### config.mk
export PLATFORM = sky130hd
export DESIGN_NAME = text_encoding_detector
export DESIGN_NICKNAME = d
export VERILOG_FILES = /design/src/rtl/core/ted_pkg.sv /design/src/rtl/core/ted_scan.sv /design/src/rtl/core/text_encoding_detector.sv
export SDC_FILE = /design/constraint.sdc
export NUM_CORES = 1
export LEC_CHECK = 0
export BUFFER_PORTS_ARGS = -buffer_cell sky130_fd_sc_hd__buf_2
export CAP_MARGIN = 20
export CORE_MARGIN = 2
export CORE_UTILIZATION = 58
export CTS_CLUSTER_SIZE = 14
export DETAILED_ROUTE_END_ITERATION = 6
export PLACE_DENSITY = 0.78
export RECOVER_POWER = 100
export SLEW_MARGIN = 20
export SYNTH_ARGS = -nofsm -noshare
export SYNTH_HDL_FRONTEND = slang
export SYNTH_SLANG_ARGS = --single-unit
### constraint.sdc
create_clock -name clk -period 2.8 [get_ports clk]
set_input_delay 0.56 -clock clk [delete_from_list [all_inputs] [get_ports clk]]
set_output_delay 0.56 -clock clk [all_outputs]
set_load 0.02 [all_outputs]
### src/rtl/core/ted_pkg.sv
package ted_pkg;

  typedef struct packed {
    logic [7:0] data_byte;
    logic       last_byte;
  } ted_in_t;

  typedef struct packed {
    logic [2:0] encoding_class;
    logic [1:0] bom_length;
  } ted_out_t;

  localparam logic [2:0] CLS_NONE        = 3'd0;
  localparam logic [2:0] CLS_ASCII       = 3'd1;
  localparam logic [2:0] CLS_UTF8_BOM    = 3'd2;
  localparam logic [2:0] CLS_UTF8_NOBOM  = 3'd3;
  localparam logic [2:0] CLS_UTF16LE_BOM = 3'd4;
  localparam logic [2:0] CLS_UTF16BE_BOM = 3'd5;

  localparam logic [1:0] BOM_LEN_NONE  = 2'd0;
  localparam logic [1:0] BOM_LEN_UTF16 = 2'd2;
  localparam logic [1:0] BOM_LEN_UTF8  = 2'd3;

  localparam logic [7:0] BOM_FF = 8'hFF;
  localparam logic [7:0] BOM_FE = 8'hFE;
  localparam logic [7:0] BOM_EF = 8'hEF;
  localparam logic [7:0] BOM_BB = 8'hBB;
  localparam logic [7:0] BOM_BF = 8'hBF;

  localparam logic [7:0] ASCII_MAX = 8'd127;
  localparam logic [7:0] CONT_MAX  = 8'd191;
  localparam logic [7:0] LEAD2_MIN = 8'd194;
  localparam logic [7:0] LEAD2_MAX = 8'd223;
  localparam logic [7:0] LEAD3_MIN = 8'd224;
  localparam logic [7:0] LEAD3_MAX = 8'd239;
  localparam logic [7:0] LEAD4_MIN = 8'd240;
  localparam logic [7:0] LEAD4_MAX = 8'd244;

  localparam logic [1:0] SEEN_MAX = 2'd3;

endpackage

### src/rtl/core/ted_scan.sv
module ted_scan
  import ted_pkg::*;
(
  input  logic     clk,
  input  logic     rst_n,
  input  logic     fire,
  input  ted_in_t  item,
  input  logic     null_is_binary,
  output ted_out_t verdict
);

  logic [7:0] lead_r [3];
  logic [7:0] lead_nxt [3];
  logic [1:0] seen_r, seen_nxt;
  logic [1:0] owed_r, owed_nxt;
  logic       invalid_r, invalid_nxt;
  logic       non_ascii_r, non_ascii_nxt;
  logic [7:0] b;

  assign b = item.data_byte;

  always_comb begin
    lead_nxt = lead_r;
    unique case (seen_r)
      2'd0: lead_nxt[0] = b;
      2'd1: lead_nxt[1] = b;
      2'd2: lead_nxt[2] = b;
      default: lead_nxt = lead_r;
    endcase
    seen_nxt = (seen_r == SEEN_MAX) ? SEEN_MAX : seen_r + 2'd1;
  end

  always_comb begin
    owed_nxt      = owed_r;
    invalid_nxt   = invalid_r;
    non_ascii_nxt = non_ascii_r;
    if (!invalid_r) begin
      if (owed_r != 2'd0) begin
        non_ascii_nxt = 1'b1;
        if (b < 8'd128 || b > CONT_MAX) begin
          invalid_nxt = 1'b1;
        end else begin
          owed_nxt = owed_r - 2'd1;
        end
      end else begin
        priority if (b == 8'd0 && null_is_binary) begin
          invalid_nxt = 1'b1;
        end else if (b <= ASCII_MAX) begin
          owed_nxt = 2'd0;
        end else if (b >= LEAD2_MIN && b <= LEAD2_MAX) begin
          owed_nxt = 2'd1;
        end else if (b >= LEAD3_MIN && b <= LEAD3_MAX) begin
          owed_nxt = 2'd2;
        end else if (b >= LEAD4_MIN && b <= LEAD4_MAX) begin
          owed_nxt = 2'd3;
        end else begin
          invalid_nxt = 1'b1;
        end
      end
    end
  end

  always_comb begin
    priority if (seen_nxt >= 2'd2 && lead_nxt[0] == BOM_FF && lead_nxt[1] == BOM_FE) begin
      verdict = '{encoding_class: CLS_UTF16LE_BOM, bom_length: BOM_LEN_UTF16};
    end else if (seen_nxt >= 2'd2 && lead_nxt[0] == BOM_FE && lead_nxt[1] == BOM_FF) begin
      verdict = '{encoding_class: CLS_UTF16BE_BOM, bom_length: BOM_LEN_UTF16};
    end else if (seen_nxt == SEEN_MAX && lead_nxt[0] == BOM_EF &&
                 lead_nxt[1] == BOM_BB && lead_nxt[2] == BOM_BF) begin
      verdict = '{encoding_class: CLS_UTF8_BOM, bom_length: BOM_LEN_UTF8};
    end else if (invalid_nxt) begin
      verdict = '{encoding_class: CLS_NONE, bom_length: BOM_LEN_NONE};
    end else if (non_ascii_nxt) begin
      verdict = '{encoding_class: CLS_UTF8_NOBOM, bom_length: BOM_LEN_NONE};
    end else begin
      verdict = '{encoding_class: CLS_ASCII, bom_length: BOM_LEN_NONE};
    end
  end

  always_ff @(posedge clk) begin
    if (!rst_n) begin
      seen_r      <= 2'd0;
      owed_r      <= 2'd0;
      invalid_r   <= 1'b0;
      non_ascii_r <= 1'b0;
    end else if (fire) begin
      if (item.last_byte) begin
        seen_r      <= 2'd0;
        owed_r      <= 2'd0;
        invalid_r   <= 1'b0;
        non_ascii_r <= 1'b0;
      end else begin
        seen_r      <= seen_nxt;
        owed_r      <= owed_nxt;
        invalid_r   <= invalid_nxt;
        non_ascii_r <= non_ascii_nxt;
      end
    end
  end

  always_ff @(posedge clk) begin
    if (fire) begin
      lead_r <= lead_nxt;
    end
  end

endmodule

### src/rtl/core/text_encoding_detector.sv
// Text encoding detector.
// The input channel (in_valid, in_ready, in_data) carries one byte of a buffer per
// transaction; last_byte marks the final byte. Only the final byte produces a
// transaction on the output channel (out_valid, out_ready, out_data), holding the
// encoding class and the byte order mark length for the whole buffer.
// A byte is held in an input register while the scan logic updates the per-buffer
// state; the verdict is then loaded into an output register. The verdict appears on
// out_valid when it is loaded there, as the final byte leaves the input register.
// Throughput is one byte per cycle, set by the per-byte state update in the scan logic,
// while no final byte waits. A stalled receiver holds the output register; other bytes
// keep flowing, and a final byte waits in the input register until the output is free.
// Reset (rst_n low, synchronous) empties both registers, clears the buffer state and
// sets null_is_binary to 1. cfg_we writes cfg_wdata into null_is_binary at once; it
// is meant to be written only while no buffer is in flight.
module text_encoding_detector
  import ted_pkg::*;
(
  input  logic     clk,
  input  logic     rst_n,
  input  logic     in_valid,
  output logic     in_ready,
  input  ted_in_t  in_data,
  output logic     out_valid,
  input  logic     out_ready,
  output ted_out_t out_data,
  input  logic     cfg_we,
  input  logic     cfg_wdata
);

  logic     in_vld_r;
  ted_in_t  in_item_r;
  logic     out_vld_r;
  ted_out_t out_item_r;
  logic     null_is_binary_r;
  logic     out_free;
  logic     fire;
  ted_out_t verdict;

  assign out_free  = !out_vld_r || out_ready;
  assign fire      = in_vld_r && (!in_item_r.last_byte || out_free);
  assign in_ready  = !in_vld_r || fire;
  assign out_valid = out_vld_r;
  assign out_data  = out_item_r;

  always_ff @(posedge clk) begin
    if (!rst_n) begin
      null_is_binary_r <= 1'b1;
    end else if (cfg_we) begin
      null_is_binary_r <= cfg_wdata;
    end
  end

  always_ff @(posedge clk) begin
    if (!rst_n) begin
      in_vld_r <= 1'b0;
    end else if (in_ready) begin
      in_vld_r <= in_valid;
    end
  end

  always_ff @(posedge clk) begin
    if (in_ready && in_valid) begin
      in_item_r <= in_data;
    end
  end

  ted_scan u_scan (
    .clk            (clk),
    .rst_n          (rst_n),
    .fire           (fire),
    .item           (in_item_r),
    .null_is_binary (null_is_binary_r),
    .verdict        (verdict)
  );

  always_ff @(posedge clk) begin
    if (!rst_n) begin
      out_vld_r <= 1'b0;
    end else if (fire && in_item_r.last_byte) begin
      out_vld_r <= 1'b1;
    end else if (out_ready) begin
      out_vld_r <= 1'b0;
    end
  end

  always_ff @(posedge clk) begin
    if (fire && in_item_r.last_byte) begin
      out_item_r <= verdict;
    end
  end

endmodule

==> out/qor.yml <==
outcome: "finished, violations left"
violations: "max-capacitance violations, max-slew violations"
die-area_mm2: 0.00459
placed_cell_area_mm2: 0.00248
synth_top_area_cell: "edfxtp_1"
rsz0062_at_grt: "no"
multi_input_area_um2: 951
critical_path.endpoint: "out_data[2]"
period_minus_slack_ns: 2.41
grt_use_met3_pct: 4.00
cp_max_fo: 12
r2r_start: "u_scan.seen_r[1]"
grt_use_total_pct: 22.1
chipWidth_um: 67.7
ir_drop_v: 0.000415
final_cell_mix: "edfxtp_1 (38), nand2_1 (20), mux2_2 (19)"
fin_ws_ns: 0.389
crit_cells: 5
cts_setup_buffers: 0
die_h_um: 67.7
critPathLaunchType: "flop"
initial_core_util_pct: 59.7
drive_gt1_share_pct: 25.1
yosys-top-cells-area: "edfxtp_1 (48%), mux2_2 (9.6%), dfxtp_1 (7.7%)"
antenna_left: 0
synth_edf_count: 38
critPathArrivalTime_ns: 2.46
cp-startpoint: "u_scan.seen_r[1]"
clock_latency_ns: 0.30
final_common_cell: "edfxtp_1"
maxCapViolations: 1
ys_seq_area_share_pct: 56.1
slew_viol_final: 31
clockBufferDepth: 2
cts-resized-gates: 0
ys.flop_type: "edfxtp_1"
nFillCells: 295
wl_per_cell_um: 17.2
drtPass1Iterations: 4
cts_htree_levels: 2
finalHoldViolCount: 0
viasPerCell: 6.06
critPathKind: "flop to flop"
crit_family: "simple AND/OR/NAND/NOR gates"
synthesis.nets: 201
period_share_pct: 86.1
final_core_util_pct: 65.1
grt_overflow: 0
netlist_area_mm2: 0.00235
hold_class: "primary input to flop"
fp.coreArea_mm2: 0.00394
fin_setup_tns_ns: 0
cp-end-kind: "flop"
async_reset_ff_share_pct: 0
rrSetupSlack_ns: 0.39
finalPower_mw: 1.46
diodes: 0
r2r-end: "out_data[2]"
cp_slowest_cell: "or2_0"
numCtsBuffers: 5
critPathRequiredTime_ns: 2.84
cp_num_buf_inv: 0
ioPinCount: 22
drc: 0
busiest_layer: "met2"
path_cells: "or2_0 > and3_1 > o221ai_2 > o41ai_1 > a21oi_1"
syn_to_final_growth_pct: 8.93
relSlewSlack_pct: -2.81
leakage_nw: 0.893
wl_mm: 4.41
met2_usage_pct: 37.7
ys_types: 50
stdcell_area_mm2: 0.00256
ys_ff_latch: 47
grt_max_degree: 31
row_count: 23
yosys_warnings: 0
finalNetCount: 221
power_density_mw_per_mm2: 568
num_vias: 1557
pre_cts_ws_ns: 0.561
synth_top_cell_area_share_pct: 48.5
portBuffers: 21
slowest_delay_ns: 0.62
fin_skew_ns: 0.00499
reg2reg_depth: 5
cts_sinks: 47
final-seq-area_mm2: 0.00132
cts_tree: "done"
antenna_found_initial: 0
place.gp.congestion: 0.887
worst_pin_slew_ns: 1.54
root_buffer: "clkbuf_8"
setup-violations-final: 0
grt_pass1_wl_mm: 7.34
syn_area_per_cell_um2: 12.7
postSynthCellCount: 186
grt_pass1_vias: 1522
path_clk_slew_ns: 0.09
holdBufCountCts: 0
grtUsageMet1_pct: 28.2
dp_hpwl_mm: 3.11
drt_iter0_markers: 85
fmax_mhz: 415
-- cells in the mapped netlist (4+ instances only) --
| library cell | number |
|---|---|
| dfxtp_1 | 9 |
| nand2b_1 | 4 |
| nand2_1 | 20 |
| nor2_1 | 7 |
| a21oi_1 | 7 |
| o21ai_0 | 6 |
| mux2_2 | 20 |
| edfxtp_1 | 38 |
| nand3_1 | 7 |
| mux2i_1 | 5 |
-- worst min path at each step --
| stage | from | end | slack, ns | depth (start not counted) |
|---|---|---|---|---|
| 2_1_floorplan | null_is_binary_r | null_is_binary_r | 0.43 | 2 |
| 3_3_place_gp | null_is_binary_r | null_is_binary_r | 0.45 | 2 |
| 3_5_place_dp | null_is_binary_r | null_is_binary_r | 0.46 | 2 |
| 4_1_cts | in_data[2] | in_item_r[2] | 0.43 | 1 |
| 5_1_grt | in_data[2] | in_item_r[2] | 0.41 | 1 |
| 6_report | in_data[2] | in_item_r[2] | 0.43 | 1 |
-- sequential cells by signal, indices dropped and copies added (netlist names) --
register and flops:
out_data 5, u_scan.invalid_r 1, u_scan.owed_r 2, in_vld_r 1, u_scan.lead_r 24, u_scan.non_ascii_r 1, out_valid 1, in_item_r 9
null_is_binary_r 1, u_scan.seen_r 2
-- metal layers --
layer / up-vias / wire, µm / part of all wire [%]
met5: - / 0 / 0
met4: 0 / 42 / 0.95
met3: 5 / 165 / 3.7
met2: 50 / 2270 / 52
met1: 754 / 1930 / 44
li1: 748 / - / -
-- logic make-up (layout without fill, tap and decap cells) --
| group | Yosys count | in the layout | synth area share (%) |
|---|---|---|---|
| xor+xnor | 1 | 1 | 0.372 |
| buf+inv | 13 | 34 | 3.19 |
| simple gates | 66 | 66 | 16.6 |
| compound gates | 34 | 34 | 12.1 |
| mux | 25 | 25 | 11.7 |
| flops | 47 | 47 | 56.1 |
-- power by group --
| group | internal (mW) | leakage, nW | total [mW] | switching, mW |
|---|---|---|---|---|
| Sequential | 0.794 | 0.432 | 0.831 | 0.0368 |
| Clock | 0.269 | 0.0548 | 0.499 | 0.231 |
| Combinational | 0.0585 | 0.407 | 0.127 | 0.0682 |
-- final cells by class --
cell class                      instances  area share, %
Clock buffer                            5           2.68
Clock inverter                          3           1.80
Inverter                                3          0.439
Multi-Input combinational cell        126           37.1
Sequential cell                        47           51.5
Tap cell                               50           2.44
Timing Repair Buffer                   23           4.05
-- stage by stage --
stage / hold slack, ns / cells
after detailed placement: 0.456 / 249
after global placement: 0.448 / 249
after CTS: 0.425 / 257
final: 0.431 / 257
after floorplan: 0.431 / 186
after global routing: 0.412 / 257
Note: power is estimated with default switching activity, not from simulation.
